[config.mk]
export PLATFORM = sky130hd
export DESIGN_NAME = ccb_front
export DESIGN_NICKNAME = d
export VERILOG_FILES = /design/src/hdl/ccb_pkg.sv /design/src/hdl/ccb_front.sv
export SDC_FILE = /design/constraint.sdc
export NUM_CORES = 1
export LEC_CHECK = 0
export BUFFER_PORTS_ARGS = -buffer_cell sky130_fd_sc_hd__buf_2
export CAP_MARGIN = 20
export CORE_MARGIN = 2
export CORE_UTILIZATION = 53
export DETAILED_ROUTE_END_ITERATION = 8
export PLACE_DENSITY_LB_ADDON = 0.05
export SYNTH_ARGS = -nofsm -noshare
export SYNTH_HDL_FRONTEND = slang
export SYNTH_SLANG_ARGS = --single-unit
export TNS_END_PERCENT = 5
[constraint.sdc]
create_clock -name clk -period 5.9 [get_ports clk]
set_clock_uncertainty 0.1 [all_clocks]
set_input_delay 0.59 -clock clk [delete_from_list [all_inputs] [get_ports clk]]
set_output_delay 0.59 -clock clk [all_outputs]
set_load 0.05 [all_outputs]
[src/hdl/ccb_pkg.sv]
`default_nettype none
package ccb_pkg;

  localparam int unsigned PosWidth   = 31;
  localparam int unsigned ChromWidth = 16;
  localparam int unsigned OutCovWidth = 16;
  localparam int unsigned CfgWidth   = 16;
  localparam int unsigned CfgIdxWidth = 3;
  localparam int unsigned LenWidth   = 7;

  // Configuration register indexes.
  localparam logic [CfgIdxWidth-1:0] CfgGapSpacing = 3'd0;
  localparam logic [CfgIdxWidth-1:0] CfgTrimLevel  = 3'd1;
  localparam logic [CfgIdxWidth-1:0] CfgMinPeak    = 3'd2;
  localparam logic [CfgIdxWidth-1:0] CfgMinLength  = 3'd3;
  localparam logic [CfgIdxWidth-1:0] CfgMaxLength  = 3'd4;

  typedef struct packed {
    logic                  kind;
    logic [PosWidth-1:0]   read_start;
    logic [PosWidth-1:0]   read_end;
    logic                  read_strand;
    logic [ChromWidth-1:0] chrom_id;
  } in_item_t;

  typedef struct packed {
    logic                   status;
    logic [ChromWidth-1:0]  out_chrom;
    logic [PosWidth-1:0]    region_start;
    logic [PosWidth-1:0]    region_end;
    logic                   out_strand;
    logic [OutCovWidth-1:0] coverage;
    logic                   last;
  } out_item_t;

  // Decision taken by the front part on one item.
  typedef enum logic [2:0] {
    OP_NONE,
    OP_DROP,
    OP_BUMP,
    OP_EXTEND,
    OP_CLOSE_SEED,
    OP_SEED,
    OP_FLUSH
  } op_t;

  typedef struct packed {
    op_t                   op;
    logic [PosWidth-1:0]   read_start;
    logic [PosWidth-1:0]   read_end;
    logic                  read_strand;
    logic [ChromWidth-1:0] chrom_id;
    logic [PosWidth-1:0]   contig_first;
    logic [PosWidth-1:0]   contig_last;
    logic [ChromWidth-1:0] contig_chrom;
  } cmd_t;

  typedef enum logic [3:0] {
    ST_IDLE,
    ST_ZERO,
    ST_BUMP,
    ST_SCAN,
    ST_TAIL,
    ST_CHECK,
    ST_EMIT,
    ST_SEED,
    ST_DROP
  } back_state_t;

endpackage
`default_nettype wire

[src/hdl/ccb_front.sv]
`default_nettype none
module ccb_front #(
  parameter int unsigned CONTIG_DEPTH = 1024
) (
  input  wire                        clk,
  input  wire                        rst,
  input  wire                        take,
  input  wire ccb_pkg::in_item_t     item,
  input  wire [9:0]                  gap_spacing,
  output ccb_pkg::cmd_t              cmd
);
  import ccb_pkg::*;

  logic                  contig_valid;
  logic [PosWidth-1:0]   contig_first;
  logic [PosWidth-1:0]   contig_last;
  logic [ChromWidth-1:0] contig_chrom;

  logic [PosWidth:0] lim;
  logic [PosWidth:0] ext_len;
  logic [PosWidth:0] seed_len;
  logic              in_span;
  logic              extend;
  op_t               op;

  // Classify the item against the contig held here.
  always_comb begin
    lim      = {1'b0, contig_last} + {{(PosWidth-9){1'b0}}, gap_spacing};
    ext_len  = {1'b0, item.read_end} - {1'b0, contig_first} + 1'b1;
    seed_len = {1'b0, item.read_end} - {1'b0, item.read_start} + 1'b1;
    in_span  = contig_valid && item.read_end <= contig_last
               && item.read_end > contig_first;
    extend   = contig_valid && {1'b0, item.read_start} <= lim
               && item.read_end > contig_first;
    if (item.kind) begin
      op = contig_valid ? OP_FLUSH : OP_NONE;
    end else if (in_span) begin
      op = OP_BUMP;
    end else if (extend) begin
      op = (ext_len > (PosWidth+1)'(CONTIG_DEPTH)) ? OP_DROP : OP_EXTEND;
    end else if (item.read_end < item.read_start
                 || seed_len > (PosWidth+1)'(CONTIG_DEPTH)) begin
      op = OP_DROP;
    end else begin
      op = contig_valid ? OP_CLOSE_SEED : OP_SEED;
    end
    cmd.op           = op;
    cmd.read_start   = item.read_start;
    cmd.read_end     = item.read_end;
    cmd.read_strand  = item.read_strand;
    cmd.chrom_id     = item.chrom_id;
    cmd.contig_first = contig_first;
    cmd.contig_last  = contig_last;
    cmd.contig_chrom = contig_chrom;
  end

  // Contig bookkeeping, updated as each item is passed on.
  always_ff @(posedge clk) begin
    if (rst) begin
      contig_valid <= 1'b0;
      contig_first <= '0;
      contig_last  <= '0;
      contig_chrom <= '0;
    end else if (take) begin
      unique case (op)
        OP_FLUSH: contig_valid <= 1'b0;
        OP_EXTEND: contig_last <= item.read_end;
        OP_SEED, OP_CLOSE_SEED: begin
          contig_valid <= 1'b1;
          contig_first <= item.read_start;
          contig_last  <= item.read_end;
          contig_chrom <= item.chrom_id;
        end
        default: ;
      endcase
    end
  end
endmodule
`default_nettype wire

---- Word level (Yosys, flattened, before mapping) ----
Index checks and enable logic that the tools add are counted.
operators by class
  eq/ne operators ......................... 4
  $lt $le $gt $ge ......................... 6
  reduce and logical (&&, ||, !) cells .... 11
  multiplexer cells ....................... 8
  add/subtract/negate cells ............... 5
operators by type and width
  cell                     count
  $add A32 B1 Y32 const B  2
  $gt A32 B11 Y1 const B   2
  $sub A31 B31 Y32         2
  $add A31 B10 Y32         1
  $le A31 B32 Y1           1
  $gt A31 B31 Y1           1
  $le A31 B31 Y1           1
  $lt A31 B31 Y1           1
  $mux W3                  5
  $eq A3 B3 Y1 const B     3
  $reduce_and A2 Y1        3
  $logic_and A1 B1 Y1      4
  $eq A3 B2 Y1 const B     1
  $reduce_or A3 Y1         1
  $mux W2                  1
  $pmux W1 S2              1
  $reduce_bool A2 Y1       1
  $reduce_or A2 Y1         1
  $logic_or A1 B1 Y1       1
  $mux W1                  1
storage, ports and cells
  flip-flop bits (word level) ............. 79
  output and inout bits ................... 160
  input port bits ......................... 93

---- Depth between registers and ports, before layout ----
  depth in word-level cells ............... 12
  depth in mapped cells ................... 27

---- Worst setup path before layout ----
Ideal clock, no wire load.
  path type ............................... reg2out
  start ................................... register contig_last[0]
  end ..................................... output cmd[159] (netlist name)
  cell stages (with the launch flop) ...... 19
  arrival ................................. 6.210 ns
  required time ........................... 5.210 ns
  path slack .............................. -1.000 ns
  cells stage by stage .................... dfxtp_1 > ha_1 > a21oi_1 > nor2b_1 > o21ai_0 > a211o_1 > a2111oi_0 > nand3_1 > nor4_1 > xnor2_1 > ha_1 > nand2_1 > or4_1 > nor4_1 > a2111oi_0 > o21bai_1 > a21oi_1 > or4_1 > o21ai_0
RTL lines
  what                    RTL line         RTL
  start, declared         ccb_front.sv:16  logic [PosWidth-1:0] contig_last;
  start signal, assigned  ccb_front.sv:67  OP_EXTEND: contig_last <= item.read_end;
  start signal, assigned  ccb_front.sv:71  contig_last <= item.read_end;
  end, declared           ccb_front.sv:10  output ccb_pkg::cmd_t cmd

==> flow_metrics.tcl <==
set metrics [dict create \
    drt-initial-drc-count 930 \
    layout_common_cells "buf_2, ha_1, nand2b_1, inv_1, a21oi_1" \
    wl_per_cell_um 20.2 \
    power_switching_mw 0.965 \
    syn_area_mm2 0.0130 \
    hold_path_startpoint "contig_chrom[5]" \
    end_kind "primary output" \
    syn-num-nets 1978 \
    cts_tree "built" \
    ys_warn_count 0 \
    worstPathArrival_ns 5.37 \
    die-area_mm2 0.0258 \
    synth-seq-cells 79 \
    p_int_mw 1.37 \
    row_count 57 \
    die_h_um 161 \
    hold_class "flip-flop to flip-flop" \
    clock_sinks 79 \
    design.core.area_mm2 0.0242 \
    synthCells 1656 \
    pre_cts_ws_ns -0.444 \
    use_met2_pct 55.6 \
    clock_latency_ns 0.36 \
    first_pass_iters 5 \
    via_per_inst 5.91 \
    regArea_mm2 0.00158 \
    dp_hpwl_um 36400 \
    ant_nets 0 \
    clkPwrFrac_pct 29.3 \
    cp_max_fo 5 \
    fin_cells 2182 \
    async_reset_ff_share_pct 0 \
    rr_startpoint "contig_last[0]" \
    dp_cells 2152 \
    multi_input_area_mm2 0.0101 \
    ioPinCount 253 \
    slew_headroom_pct 32.2 \
    setup_ws_ns -0.160 \
    hold_viol 0 \
    diodes 0 \
    violations "negative setup slack" \
    via_count 12889 \
    post-route-period-util_pct 103 \
    grt_pass1_wl_um 67300 \
    nFillCells 2247 \
    use_met1_pct 45.0 \
    clock_tree.root_cell "clkbuf_16" \
    gp_congestion 0.974 \
    die_w_um 161 \
    pwr-share-seq_pct 22.9 \
    fin_crit_ns 6.06 \
    grtUsageTotal_pct 33.3 \
    cap_violations 0 \
    synthDistinctLibCells 77 \
    syn_avg_cell_area_um2 7.84 \
    drc 0 \
    switching_share_pct 41.4 \
    synth-main-ff-cell "dfxtp_1" \
    clock.fmax_mhz 165 \
    start_kind "input port" \
    drt_wl_total_um 44100 \
    port_buffers 250 \
    p_leak_nw 6.97 \
    startpoint "gap_spacing[0]" \
    syn_to_final_growth_pct 15.1 \
    worst_pin_slew_ns 1.00 \
    seq_area_frac_synth_pct 12.2 \
    grt_pass1_vias 12394 \
    max-vdd-ir-drop_uv 139 \
    ctsHtreeMaxLevel 3 \
    crit_required_ns 5.21 \
    final_common_cell "buf_2" \
    crit_type "input port to primary output" \
    grt_overflow 0 \
    grtUsageMet3_pct 3.72 \
    clockBufferDepth 2 \
    reg2reg_slack_ns 0.20 \
    drive_gt1_share_pct 20.4 \
    setup_viol 3 \
    rsz0062_at_grt "true" \
    status "finished, violations left" \
    maxSlewViolCount 0 \
    grt.busiest_layer "met2" \
    initial_core_util_pct 53.7 \
    grt_max_degree 158 \
    clkTransAtPathRegs_ns 0.06 \
    antenna_found_initial 0 \
    numCtsBuffers 9 \
    num-nets-final 2175 \
    power_density_mw_per_mm2 156 \
    pwr-share-comb_pct 47.8 \
    synth_edf_count 0 \
]
## stage by stage
step	cell area [um2]	power (mW)	hold WS (ns)	util, %	TNS, ns
detailed placement	14300	1.63	0.366	59.2	-23.25
finish	14900	2.33	0.370	61.8	-0.364
CTS	14800	2.31	0.375	61.4	-0.0492
global placement	14300	1.62	0.356	59.2	-15.68
global route	14900	2.45	0.398	61.8	-3.30
floorplan	13000	1.34	0.592	-	-0.105
## critical path, stage by stage
cell	delay [ns]
buf_2	0.11
ha_4	0.16
fa_2	0.38
a21o_1	0.17
a21oi_2	0.16
o21bai_1	0.13
a21oi_2	0.18
o21bai_1	0.12
a21oi_2	0.18
o21ai_2	0.07
and4_1	0.22
and2_4	0.16
nand4_1	0.10
xnor2_1	0.08
ha_1	0.29
nand4_1	0.13
or4_4	0.53
nor4_4	0.27
and3_1	0.22
a41oi_2	0.05
a21oi_2	0.29
buf_4	0.16
a211oi_1	0.05
and4_4	0.22
a21oi_4	0.15
buf_6	0.17
## cell type report
| type | count | share of cell area, % |
|---|---|---|
| repair buffers | 314 | 12.2 |
| clock inverters | 6 | 0.770 |
| inverters | 171 | 4.29 |
| well taps | 324 | 2.71 |
| clock buffers | 10 | 1.60 |
| multi-input cells | 1278 | 67.8 |
| flip-flops and latches | 79 | 10.6 |
## repair_timing
| action | in CTS | in global routing |
|---|---|---|
| endpoints found under the setup margin | 51 | 51 |
| gates resized for setup | 22 | 15 |
| pin swaps | 8 | 21 |
| hold buffers | 0 | 0 |
| setup buffers | 10 | 3 |
## flip-flops by register name, summed over array words and instances, names as in the netlist
register      cells
contig_last      31
contig_chrom     16
contig_valid      1
contig_first     31
## final timing paths
path,to,depth (start not counted)
worst max-delay path,cmd[157],26
worst min register to register,contig_chrom[5],2
worst min-delay path,contig_chrom[5],2
worst max register to register,contig_first[25],25
## per-layer routing
metal  vias up  part of all wire, %
li1       6183                    -
met1      6185                   45
met2       448                   46
met3        73                  5.4
met4         0                  2.8
met5         -                    0
## power groups by stage
stage,Clock (mW),Combinational (mW),Sequential (mW)
finish,0.684,1.11,0.533
CTS,0.692,1.09,0.533
global placement,0,1.08,0.545
global route,0.706,1.21,0.533
floorplan,0,0.793,0.545
detailed placement,0,1.08,0.545
## kinds of logic (layout without fill, tap and decap cells)
family / after synthesis / count (layout) / share of synthesized area (%)
and+or+nand+nor: 558 / 558 / 24.1
adders and majority gates: 229 / 229 / 23.9
xor gates and xnor gates: 52 / 52 / 3.51
DFF: 79 / 79 / 12.2
buffers and inverters: 299 / 501 / 11.2
muxes: 90 / 90 / 6.97
AOI/OAI and AO/OA: 349 / 349 / 18.2
## Yosys cell counts (31+ instances only)
library cell / number / area (um2)
fa_1: 31 / 621
nand2_1: 84 / 315
a21o_1: 41 / 308
clkbuf_1: 40 / 150
dfxtp_1: 79 / 1580
nor2b_1: 36 / 225
mux2i_1: 87 / 871
nand3_1: 42 / 210
nor2_1: 61 / 229
nand2b_1: 178 / 1110
ha_1: 198 / 2480
inv_1: 171 / 642
nand4_1: 38 / 238
buf_4: 81 / 608
o21ai_0: 50 / 250
a21oi_1: 95 / 475
xnor2_1: 44 / 385
Note: power is estimated with default switching activity, not from simulation.
