--- src/hdl/ccb_pkg.sv ---
`default_nettype none
package ccb_pkg;

  localparam int unsigned PosWidth   = 31;
  localparam int unsigned ChromWidth = 16;
  localparam int unsigned OutCovWidth = 16;
  localparam int unsigned CfgWidth   = 16;
  localparam int unsigned CfgIdxWidth = 3;
  localparam int unsigned LenWidth   = 7;

  // Configuration register indexes.
  localparam logic [CfgIdxWidth-1:0] CfgGapSpacing = 3'd0;
  localparam logic [CfgIdxWidth-1:0] CfgTrimLevel  = 3'd1;
  localparam logic [CfgIdxWidth-1:0] CfgMinPeak    = 3'd2;
  localparam logic [CfgIdxWidth-1:0] CfgMinLength  = 3'd3;
  localparam logic [CfgIdxWidth-1:0] CfgMaxLength  = 3'd4;

  typedef struct packed {
    logic                  kind;
    logic [PosWidth-1:0]   read_start;
    logic [PosWidth-1:0]   read_end;
    logic                  read_strand;
    logic [ChromWidth-1:0] chrom_id;
  } in_item_t;

  typedef struct packed {
    logic                   status;
    logic [ChromWidth-1:0]  out_chrom;
    logic [PosWidth-1:0]    region_start;
    logic [PosWidth-1:0]    region_end;
    logic                   out_strand;
    logic [OutCovWidth-1:0] coverage;
    logic                   last;
  } out_item_t;

  // Decision taken by the front part on one item.
  typedef enum logic [2:0] {
    OP_NONE,
    OP_DROP,
    OP_BUMP,
    OP_EXTEND,
    OP_CLOSE_SEED,
    OP_SEED,
    OP_FLUSH
  } op_t;

  typedef struct packed {
    op_t                   op;
    logic [PosWidth-1:0]   read_start;
    logic [PosWidth-1:0]   read_end;
    logic                  read_strand;
    logic [ChromWidth-1:0] chrom_id;
    logic [PosWidth-1:0]   contig_first;
    logic [PosWidth-1:0]   contig_last;
    logic [ChromWidth-1:0] contig_chrom;
  } cmd_t;

  typedef enum logic [3:0] {
    ST_IDLE,
    ST_ZERO,
    ST_BUMP,
    ST_SCAN,
    ST_TAIL,
    ST_CHECK,
    ST_EMIT,
    ST_SEED,
    ST_DROP
  } back_state_t;

endpackage
`default_nettype wire

--- src/hdl/ccb_queue.sv ---
`default_nettype none
module ccb_queue (
  input  wire            clk,
  input  wire            rst,
  input  wire            push,
  input  wire ccb_pkg::cmd_t push_data,
  input  wire            pop,
  output ccb_pkg::cmd_t  head,
  output logic           not_empty,
  output logic           full
);
  import ccb_pkg::*;

  cmd_t       slot [2];
  logic       wr_ptr;
  logic       rd_ptr;
  logic [1:0] fill;

  assign head      = slot[rd_ptr];
  assign not_empty = fill != 2'd0;
  assign full      = fill == 2'd2;

  // Two-entry command queue.
  always_ff @(posedge clk) begin
    if (rst) begin
      wr_ptr <= 1'b0;
      rd_ptr <= 1'b0;
      fill   <= 2'd0;
    end else begin
      if (push) wr_ptr <= ~wr_ptr;
      if (pop) rd_ptr <= ~rd_ptr;
      fill <= fill + {1'b0, push} - {1'b0, pop};
    end
  end

  always_ff @(posedge clk) begin
    if (push) slot[wr_ptr] <= push_data;
  end
endmodule
`default_nettype wire

--- config.mk ---
export PLATFORM = sky130hd
export DESIGN_NAME = ccb_queue
export DESIGN_NICKNAME = d
export VERILOG_FILES = /design/src/hdl/ccb_pkg.sv /design/src/hdl/ccb_queue.sv
export SDC_FILE = /design/constraint.sdc
export NUM_CORES = 1
export LEC_CHECK = 0
export ABC_AREA = 0
export BUFFER_PORTS_ARGS = -buffer_cell sky130_fd_sc_hd__buf_4
export CAP_MARGIN = 10
export CORE_MARGIN = 2
export CORE_UTILIZATION = 39
export CTS_CLUSTER_DIAMETER = 30
export DETAILED_ROUTE_END_ITERATION = 12
export GPL_ROUTABILITY_DRIVEN = 0
export PLACE_DENSITY = 0.76
export SLEW_MARGIN = 30
export SYNTH_ARGS = -nofsm -noshare
export SYNTH_HDL_FRONTEND = slang
export SYNTH_SLANG_ARGS = --single-unit
--- constraint.sdc ---
create_clock -name clk -period 9.1 [get_ports clk]
set_input_delay 1.365 -clock clk [delete_from_list [all_inputs] [get_ports clk]]
set_output_delay 1.365 -clock clk [all_outputs]
set_load 0.02 [all_outputs]
Word level (Yosys, flattened, before mapping)
Memories as Yosys holds them, arrays and structs flattened. A register that Yosys moved wholly into a read port is not among the register bits.
Index checks and enable logic that the tools add are counted.
{"block": "op_classes", "add_sub_neg": 2, "n_bitwise": 2, "eq_ne": 1, "mux": 4, "reduce_logical": 1}
{"operator": "2-to-1 mux 1 bit", "n": 4}
{"operator": "adder 2 x 1 -> 2 bit", "n": 1}
{"operator": "== test 2 bit (second input constant)", "n": 1}
{"operator": "NOT 1 bit", "n": 2}
{"operator": "nonzero test 2 bit", "n": 1}
{"operator": "subtractor 2 x 1 -> 2 bit", "n": 1}
{"block": "word_totals", "n_memories": 1, "word_cells": 14, "input_bits": 164, "out_inout_bits": 162, "ramBits": 320, "reg_bits": 4}
{"name": "slot", "words": 2, "width": 160, "rd": 1, "rd_clocked_by_memory_dff": 1, "write_ports": 1, "line": "ccb_queue.sv:14", "source": "cmd_t slot [2];"}

Depth between registers and ports, before layout
Gate-level depths: netlist of run 1.
{"block": "logic_depth", "word_depth": 3, "depth_mapped": 6, "ltp_nobuf": 6}

Least setup slack after synthesis of run 1
Ideal clock, no wire load.
{"block": "synth_path", "kind": "input to register", "startpoint": "in push", "endpoint": "mem slot[0][0] (netlist name) (enable)", "required_time_ns": 8.399, "stages": 1, "slack_ns": 0.119, "n_path_buf": 0, "t_arrival_ns": 8.280, "setup_ns": 0.701, "path_cell_list": "nor2b_1"}
{"block": "synth_via", "elab_chain_cells": 2}
{"item": "start, declared", "line": "ccb_queue.sv:5", "source": "input wire push,"}
{"item": "2-to-1 mux 1 bit", "line": "ccb_queue.sv:37", "source": "if (push) slot[wr_ptr] <= push_data;"}
{"item": "2-to-1 mux 1 bit (not written as such)", "line": "ccb_queue.sv:37"}
{"item": "end, declared", "line": "ccb_queue.sv:14"}
No other way between the ends.

==> metrics.md, run 1 <==
| Metric | Value |
|---|---|
| Vias/cell | 4.60 |
| Leak pwr | 6.81 nW |
| Clock latency on the worst-skew pair | 0.54 ns |
| Synth unique cells | 14 |
| Core area | 30700 um^2 |
| Die H | 181 um |
| Clock share of power | 51.3% |
| Sink Count | 325 |
| Setup crit start kind | flop |
| Post-synth top flop | edfxtp_1 |
| DIE WIDTH | 181 um |
| Syn_nets | 685 |
| Initial core utilization | 39.7% |
| Hold Worst Slack | 0.520 ns |
| DRT Pass-1 Iters | 5 |
| Sw Share | 22.4% |
| Placed insts | 1228 |
| Mapped Area | 12200 um^2 |
| Fin cells | 1353 |
| First-pass GRT wire length | 36900 um |
| Yosys warns | 0 |
| Synth top cells by count | edfxtp_1 (320), mux2_4 (100), mux2_2 (60), buf_6 (12), buf_2 (6) |
| Critical Path, Cell by Cell | buf_6, mux2_2, buf_4 |
| Critical path's largest stage delay | 0.75 ns |
| Worst slew pin tran | 0.838 ns |
| RR Startpoint | wr_ptr |
| Design area | 17300 um^2 |
| Reg clk slew, reported paths | 0.04 ns |
| Tmin final | 3.97 ns |
| R2r setup slk | 6.94 ns |
| Fin nets | 1069 |
| Worst Skew | 0.0128 ns |
| Routed vias | 6229 |
| DPL Wire Length | 15900 um |
| Gr ovfl total | 0 |
| Largest net degree at the start of global routing | 77 |
| Layout cells sized above 1 | 63.6% |
| DP Area | 15000 um^2 |
| Buf/Inv on CP | 2 |
| Hold crit path type | reg -> reg |
| Crit path capture type | output pin |
| Design Power | 4.73 mW |
| CTS Root Cell | clkbuf_16 |
| Residual DRC | 0 |
| Post-DRT Antenna Nets | 0 |
| Final setup margin | 5.13 ns |
| Routed wire per std cell | 18.2 um |
| Synth area leaders | edfxtp_1 (79%), mux2_4 (12%), mux2_2 (5.6%), buf_6 (1.1%), dfxtp_1 (0.82%) |
| Number of synthesized flops with an enable pin | 320 |
| Fmax | 252 MHz |
| Worst Path Arrival | 2.60 ns |
| Int Power | 3.67 mW |
| Seq/Total Area, Yosys | 79.8% |
| Setup WS pre-CTS | 5.62 ns |
| Row count | 64 |
| CP Depth | 3 |
| Detailed Route Iter0 Violations | 300 |
| Vias in the first global route | 6852 |
| Yosys top cell area share | 79.0% |
| Status | finished clean |
| Die area | 32600 um^2 |
| Worst slew margin | 44.1% |
| Maxcap violations | 0 |
| Mean Syn Cell Area | 23.4 um^2 |
| Worst R2R End | slot[0][62] |
| Inserted Clock Buffers | 69 |
| Gr usage total | 14.7% |
| Final Max Slew Viols | 0 |
| Slowest-stage cell, CP | dfxtp_4 |
| Clock buffer depth | 3 |
| IO buf count | 325 |
| Most common cell in the netlist | edfxtp_1 |
| Worst reg-to-reg path cell count | 2 |
| H-tree Lvls | 3 |
| CTS tree | done |
| Asr flop ratio synth | 0% |
| Largest fanout on the critical path | 67 |
| Worst Path Required | 7.74 ns |
| Pwr per Cell Area | 273 nW/um^2 |
| DRT Wirelength | 24600 um |
| Hold buffers post-CTS | 0 |
| NetSw | 1.06 mW |
| Final Hold Vio Count | 0 |
| Fin util | 56.5% |
| Flop pwr share | 37.7% |
| Setup TNS Final | 0 ns |
| Post-CTS setup buffers | 0 |
| Syn Inst Count | 519 |
| CTS resizes | 0 |
| Gate power share | 11.0% |
| Family with the most delay on the worst path | buffers and inverters |
| RSZ-0062 raised after global routing | false |
| Layout overhead on the synthesized area | 42.3% |
| Peak VDD IR | 0.000184 V |
| Initial antenna violation count | 1 |
| Boundary pin count | 326 |
| Synth Register Bits | 325 |
| Critical path type | reg -> out |
| Final setup viols | 0 |
| Yosys top cell by area | edfxtp_1 |
| Setup crit end | head[56] |
| Fin crit share | 43.6% |
cells by family after synthesis:
logic type	count (synthesis)	synth area share [%]
buf+inv	20	1.42
xor+xnor	3	0.329
simple gates	9	0.380
mux	160	17.9
fa+ha+maj	2	0.206
flops	325	79.8
routing by layer:
| layer | track usage, % | routed length (um) | vias up |
|---|---|---|---|
| met1 | 16.1 | 9120 | 3036 |
| li1 | - | - | 2860 |
| met5 | 0 | 0 | - |
| met4 | 5.87 | 603 | 0 |
| met3 | 6.81 | 2430 | 50 |
| met2 | 24.7 | 12400 | 283 |
worst min-delay path, cell delays in order (launching register included):
cell     delay (ns)
dfxtp_1        0.32
xnor2_1        0.09
nor2_1         0.08
cell type report:
| class | count | area (um^2) |
|---|---|---|
| Clock buffer | 78 | 1770 |
| Sequential cell | 325 | 9710 |
| Timing Repair Buffer | 331 | 2500 |
| Clock inverter | 46 | 533 |
| Multi-Input combinational cell | 174 | 2300 |
| Antenna cell | 1 | 2.50 |
| Tap cell | 396 | 495 |
| Inverter | 2 | 7.51 |
| Fill cell | 2291 | 13300 |
registers in the layout, summed over array words and instances, names as in the netlist, named ones only:
register  count
fill          2
slot        320
wr_ptr        1
rd_ptr        1
placed cells by master (no fill, tap or decap), types with 6 or more instances in the layout:
cell type    n
clkinv_2    14
edfxtp_1   320
buf_4      327
clkinv_4     9
clkbuf_16   69
inv_6        6
bufinv_16    9
clkbuf_1     8
mux2_2      60
mux2_4     100
power groups by stage:
| stage | logic, mW | registers [mW] | clock network, mW |
|---|---|---|---|
| after CTS | 0.530 | 1.79 | 2.48 |
| after detailed placement | 0.527 | 1.81 | 0 |
| final | 0.521 | 1.79 | 2.43 |
| after floorplan | 0.313 | 1.81 | 0 |
| after global routing | 0.552 | 1.79 | 2.56 |
| after global placement | 0.522 | 1.81 | 0 |
worst min-delay path by stage:
| stage | start | end | slack (ns) | depth (start not counted) |
|---|---|---|---|---|
| floorplan | rd_ptr | flop | 0.48 | 2 |
| global placement | rd_ptr | rd_ptr | 0.50 | 2 |
| detailed placement | rd_ptr | rd_ptr | 0.51 | 2 |
| CTS | rd_ptr | rd_ptr | 0.52 | 2 |
| global route | rd_ptr | flop | 0.57 | 2 |
| finish | rd_ptr | rd_ptr | 0.52 | 2 |
(Power assumes the default switching activity.)
==> inputs of run 2 (changes only) <==
--- a/config.mk
+++ b/config.mk
@@ -5,7 +5,7 @@
 export SDC_FILE = /design/constraint.sdc
 export NUM_CORES = 1
 export LEC_CHECK = 0
-export ABC_AREA = 0
+export ABC_AREA = 1
 export BUFFER_PORTS_ARGS = -buffer_cell sky130_fd_sc_hd__buf_4
 export CAP_MARGIN = 10
 export CORE_MARGIN = 2
==> constraint.sdc (replaced) <==
create_clock -name clk -period 3.6 [get_ports clk]
set_input_delay 0.54 -clock clk [delete_from_list [all_inputs] [get_ports clk]]
set_output_delay 0.54 -clock clk [all_outputs]
set_load 0.02 [all_outputs]
==> run 2 against run 1 <==
Synthesized cell count up 1.9%. Synthesized area about the same. Wire length up 1.5%. Die area about the same. Clock skew about the same. Global-route usage up 0.14 points. Sequential share of layout area down 0.41 points. Clock power rose to 2.6 times the previous value. Flip-flop and latch count unchanged. Combinational power up 140%. Count of clock-buffer cells in the layout down 2. Register-to-register slack worse by 5.1 ns.
==> metrics.md, run 2 <==
| Metric | Value |
|---|---|
| DRT Pass-1 Iters | 4 |
| Simple-Gate Fraction of Synth Area | 0.452% |
| Number of synthesized flops with an enable pin | 320 |
| Tmin final | 2.60 ns |
| Mean Syn Cell Area | 23.0 um^2 |
| Yosys top cell by area | edfxtp_1 |
| Inserted Clock Buffers | 69 |
| Setup WS pre-CTS | 1.47 ns |
| Clock latency on the worst-skew pair | 0.53 ns |
| Fmax | 385 MHz |
| Setup crit start kind | flop |
| Final setup viols | 0 |
| Fin crit share | 72.2% |
| Worst slew pin tran | 0.901 ns |
| Worst slew margin | 39.9% |
| Fin util | 56.9% |
| Family with the most delay on the worst path | buffers and inverters |
| Pwr per Cell Area | 685 nW/um^2 |
| Synth area leaders | edfxtp_1 (79%), mux2_4 (12%), mux2_2 (5.5%), buf_6 (1.1%), dfxtp_1 (0.82%) |
| H-tree Lvls | 3 |
| Row count | 64 |
| Yosys warns | 0 |
| Fin nets | 1081 |
| First-pass GRT wire length | 37400 um |
| Gr usage total | 14.8% |
| Initial core utilization | 39.7% |
| Biggest regs | slot (320), fill (2) |
| Synth top cells by count | edfxtp_1 (320), mux2_4 (100), mux2_2 (60), buf_6 (12), inv_1 (8) |
| Residual DRC | 0 |
| Routed wire per std cell | 18.3 um |
| Worst Path Required | 3.06 ns |
| Largest family of logic cells by synthesized area | multiplexers |
| Number of diodes | 0 |
| Critical path's largest stage delay | 0.38 ns |
| Post-CTS setup buffers | 0 |
| CTS tree | done |
| Hold crit path type | in -> reg |
| Vias in the first global route | 6739 |
| DIE WIDTH | 181 um |
| Most common cell in the netlist | edfxtp_1 |
| CTS resizes | 0 |
| Most frequent cells in the layout | buf_4 (328), edfxtp_1 (320), mux2_4 (100) |
| Routed vias | 6259 |
| Yosys top cell area share | 78.9% |
| Maxcap violations | 0 |
| Core area | 30700 um^2 |
| Slowest-stage cell, CP | buf_12 |
| Worst Skew | 0.0132 ns |
| Leak pwr | 6.85 nW |
| Largest reg by FF count | slot |
| Design area | 17400 um^2 |
| Synth Register Bits | 325 |
| Critical Path, Cell by Cell | buf_12, mux2_4, buf_4 |
| Gr ovfl total | 0 |
| Commonest non-fill, non-tap cell in the layout | buf_4 |
| Detailed Route Iter0 Violations | 337 |
| Clock buffer depth | 3 |
| Sink Count | 325 |
| Initial antenna violation count | 0 |
| Final Hold Vio Count | 0 |
| Vias/cell | 4.59 |
| Status | finished clean |
| Layout overhead on the synthesized area | 43.3% |
| Post-synth top flop | edfxtp_1 |
| Worst Path Arrival | 2.06 ns |
| CTS Root Cell | clkbuf_16 |
| Boundary pin count | 326 |
| Die area | 32600 um^2 |
| Post-synthesis adder-cell area fraction | 0.206% |
| Synth unique cells | 14 |
| Post-synthesis mux area share | 17.9% |
| Xor and xnor area share after synthesis | 0.0719% |
| Hold Worst Slack | 0.179 ns |
| Layout cells sized above 1 | 62.7% |
| Reg clk slew, reported paths | 0.05 ns |
| DP Area | 15100 um^2 |
| Largest fanout on the critical path | 97 |
| Largest register FFs | 320 |
| Compound-cell area share of the yosys netlist | 0.0411% |
| Hold buffers post-CTS | 0 |
| Asr flop ratio synth | 0% |
| Final setup margin | 1.00 ns |
| Setup TNS Final | 0 ns |
| Peak VDD IR | 0.000532 V |
| Post-DRT Antenna Nets | 0 |
| Seq/Total Area, Yosys | 79.7% |
| IO buf count | 325 |
| Critical path type | reg -> out |
| Mapped Area | 12200 um^2 |
| RSZ-0062 raised after global routing | false |
| Die H | 181 um |
| Crit path capture type | output pin |
| Largest net degree at the start of global routing | 98 |
| Final Max Slew Viols | 0 |
| Buf/Inv on CP | 2 |
| DPL Wire Length | 16100 um |
| Syn Inst Count | 529 |
| Syn_nets | 695 |
| DRT Wirelength | 24900 um |
## run 2: cell count changes after synthesis, sizes merged, moves of 3 or more
cell / before / now
inv: 2 / 8
nand2: 0 / 5
nor2: 4 / 7
nor2b: 3 / 0
## run 2: area by class of cell
class                   instances  area, um^2
well taps                     396         495
flip-flops and latches        325        9710
inverters                       8        33.8
multi-input cells             178        2280
repair buffers                333        2560
fillers                      2311       13200
clock inverters                49         592
clock buffers                  76        1770
## run 2: kinds of logic (layout without fill, tap and decap cells)
family / after synthesis / count (layout)
flip-flops: 325 / 325
XOR/XNOR: 1 / 1
adder cells (fa/ha/maj): 2 / 2
AND/OR/NAND/NOR: 14 / 14
AO/OA/AOI/OAI: 1 / 1
multiplexers: 160 / 160
buffers and inverters: 26 / 466
## run 2: metal layers
layer	vias up	wire length [um]	track usage [%]
met5	-	0	0
met4	0	654	6.00
met3	51	2020	5.38
met2	270	12500	24.7
met1	3041	9750	17.5
li1	2897	-	-
## run 2: stage by stage
stage          total power [mW]  cells
6_report                   12.0   1365
5_1_grt                    12.4   1365
4_1_cts                    12.1   1365
3_5_place_dp               5.79   1240
3_3_place_gp               5.76   1240
2_1_floorplan              5.25    529
## run 2: final timing paths
kind                                     start      endpoint  cells past startpoint  slack (ns)
worst max-delay path                      flop      head[74]                      3        1.00
worst min register to register          rd_ptr          flop                      2        0.51
worst min-delay path            push_data[131]  slot[0][131]                      1        0.18
worst max register to register          wr_ptr   slot[0][46]                      2        1.84
## run 2: where the power goes
| group | internal, mW | switching, mW |
|---|---|---|
| Sequential | 4.40 | 0.0501 |
| Combinational | 0.628 | 0.636 |
| Clock | 4.24 | 2.01 |
| Total | 9.27 | 2.69 |
==> inputs of run 3 (changes only) <==
==> constraint.sdc (replaced) <==
create_clock -name clk -period 2.3 [get_ports clk]
set_input_delay 0.345 -clock clk [delete_from_list [all_inputs] [get_ports clk]]
set_output_delay 0.345 -clock clk [all_outputs]
set_load 0.02 [all_outputs]
==> run 3 against run 2 <==
Flip-flop and latch count unchanged. Cell area is 8.0% higher. Wire length is 12% higher. Largest power group unchanged. Highest routed layer unchanged. Die area is the same.
==> metrics.md, run 3 (synthesis results as in run 2) <==
| Metric | Value |
|---|---|
| Status | finished clean |
| Family with the most delay on the worst path | buffers and inverters |
| Largest register FFs | 320 |
| Largest net degree at the start of global routing | 84 |
| Placed insts | 1248 |
| Buf/Inv on CP | 2 |
| Gr usage total | 16.6% |
| Fmax | 452 MHz |
| Setup crit end | head[36] |
| Pwr per Cell Area | 927 nW/um^2 |
| Final setup viols | 0 |
| Design area | 18800 um^2 |
| Worst slew margin | 67.0% |
| Initial core utilization | 39.7% |
| Inserted Clock Buffers | 56 |
| Leak pwr | 7.43 nW |
| Final Hold Vio Count | 0 |
| H-tree Lvls | 2 |
| Clock buffer depth | 3 |
| Worst R2R End | slot[1][106] |
| Hold Worst Slack | 0.0903 ns |
| Boundary pin count | 326 |
| Fin cells | 1515 |
| Detailed Route Iter0 Violations | 351 |
| Fin crit share | 96.2% |
| Setup TNS Final | 0 ns |
| Clock latency on the worst-skew pair | 0.55 ns |
| Largest reg by FF count | slot |
| Layout fillers | 2087 |
| CTS tree | done |
| DRT Wirelength | 27900 um |
| Slowest-stage cell, CP | dfxtp_4 |
| Fin nets | 1239 |
| Die area | 32600 um^2 |
| Reg clk slew, reported paths | 0.05 ns |
| RSZ-0062 raised after global routing | true |
| Most frequent cells in the layout | buf_4 (329), edfxtp_1 (320), dlygate4sd3_1 (161) |
| Peak VDD IR | 0.000632 V |
| Post-DRT Antenna Nets | 0 |
| Routed vias | 6976 |
| Row count | 64 |
| DIE WIDTH | 181 um |
| Tmin final | 2.21 ns |
| Layout overhead on the synthesized area | 54.7% |
| RR Startpoint | wr_ptr |
| Critical path type | reg -> out |
| Gr ovfl total | 0 |
| First-pass GRT wire length | 42300 um |
| Largest fanout on the critical path | 55 |
| Biggest regs | slot (320), fill (2) |
| Crit path capture type | output pin |
| Vias in the first global route | 7808 |
| IO buf count | 325 |
| Worst Path Required | 1.96 ns |
| Sink Count | 325 |
| DPL Wire Length | 16400 um |
| Layout cells sized above 1 | 53.5% |
| Setup crit start kind | flop |
| CP Depth | 3 |
| Critical Path, Cell by Cell | buf_16, mux2_2, buf_4 |
| Maxcap violations | 0 |
| Core area | 30700 um^2 |
| Residual DRC | 0 |
| Die H | 181 um |
| Worst Skew | 0.0115 ns |
| Vias/cell | 4.60 |
| Worst reg-to-reg path cell count | 3 |
| DP Area | 15200 um^2 |
| Initial antenna violation count | 1 |
| Hold crit path type | in -> reg |
| Worst Path Arrival | 1.87 ns |
| DRT Pass-1 Iters | 4 |
| R2r setup slk | 0.87 ns |
| Design Power | 17.5 mW |
| Final Max Slew Viols | 0 |
| CTS Root Cell | clkbuf_16 |
| Worst slew pin tran | 0.496 ns |
| Critical path's largest stage delay | 0.40 ns |
| Commonest non-fill, non-tap cell in the layout | buf_4 |
| Routed wire per std cell | 18.4 um |
==> run 3: cell count changes in the layout (fill, tap and decap cells not counted), moves of 2 or more <==
cell / delta
buf_16: +4
buf_6: +2
dlygate4sd3_1: +161
clkinvlp_4: -6
clkbuf_16: -13
clkinv_8: -2
clkinv_4: +5
mux2_4: +2
buf_12: +2
inv_6: -3
clkbuf_1: -3
clkinv_1: +4
mux2_2: -2
==> run 3: stage by stage <==
stage | utilization [%] | setup slack [ns]
after floorplan | - | -0.863
after global placement | 49.6 | 0.557
after detailed placement | 49.6 | 0.526
after CTS | 61.3 | 0.00198
after global routing | 61.4 | -0.00112
final | 61.4 | 0.0869
==> run 3: how the worst min path moves through the flow <==
stage,start,end,slack [ns],depth (start not counted)
final,pop,flop,0.09,3
after global routing,pop,flop,0.09,3
after CTS,pop,flop,0.05,3
after detailed placement,rd_ptr,rd_ptr,0.51,2
after global placement,rd_ptr,rd_ptr,0.49,2
after floorplan,rst,fill[0],0.42,1
==> run 3: area by class of cell <==
class	count	area, um^2	area share (%)
Antenna cell	1	2.50	0.0133
Clock buffer	60	1440	7.63
Clock inverter	43	462	2.45
Inverter	8	46.3	0.246
Multi-Input combinational cell	178	2290	12.2
Sequential cell	325	9710	51.6
Tap cell	396	495	2.63
Timing Repair Buffer	504	4390	23.3
==> run 3: timing repair <==
action,in CTS,in global routing
gates resized for setup,3,5
buffers inserted,0,0
cloned,2,0
hold buffers,161,0
endpoints found under the hold margin,324,0
endpoints found under the setup margin,56,15
==> run 3: worst reg2reg max path: cells and delay by family (launching register included) <==
kind / cells / cell delay, ns
buffers and inverters: 2 / 0.57
flip-flops: 1 / 0.38
AND/OR/NAND/NOR: 1 / 0.06
==> run 3: layer usage <==
layer  track usage (%)  vias up  part of all wire (%)
met5                 0        -                     0
met4              6.97        0                   3.1
met3              4.80       63                   6.8
met2              30.4      312                    53
met1              17.9     3394                    37
li1                  -     3207                     -
==> run 3: power breakdown <==
part	internal [mW]	switching (mW)	leakage, nW
Clock	5.41	2.77	0.924
Combinational	1.22	1.09	3.46
Sequential	6.88	0.0885	3.05
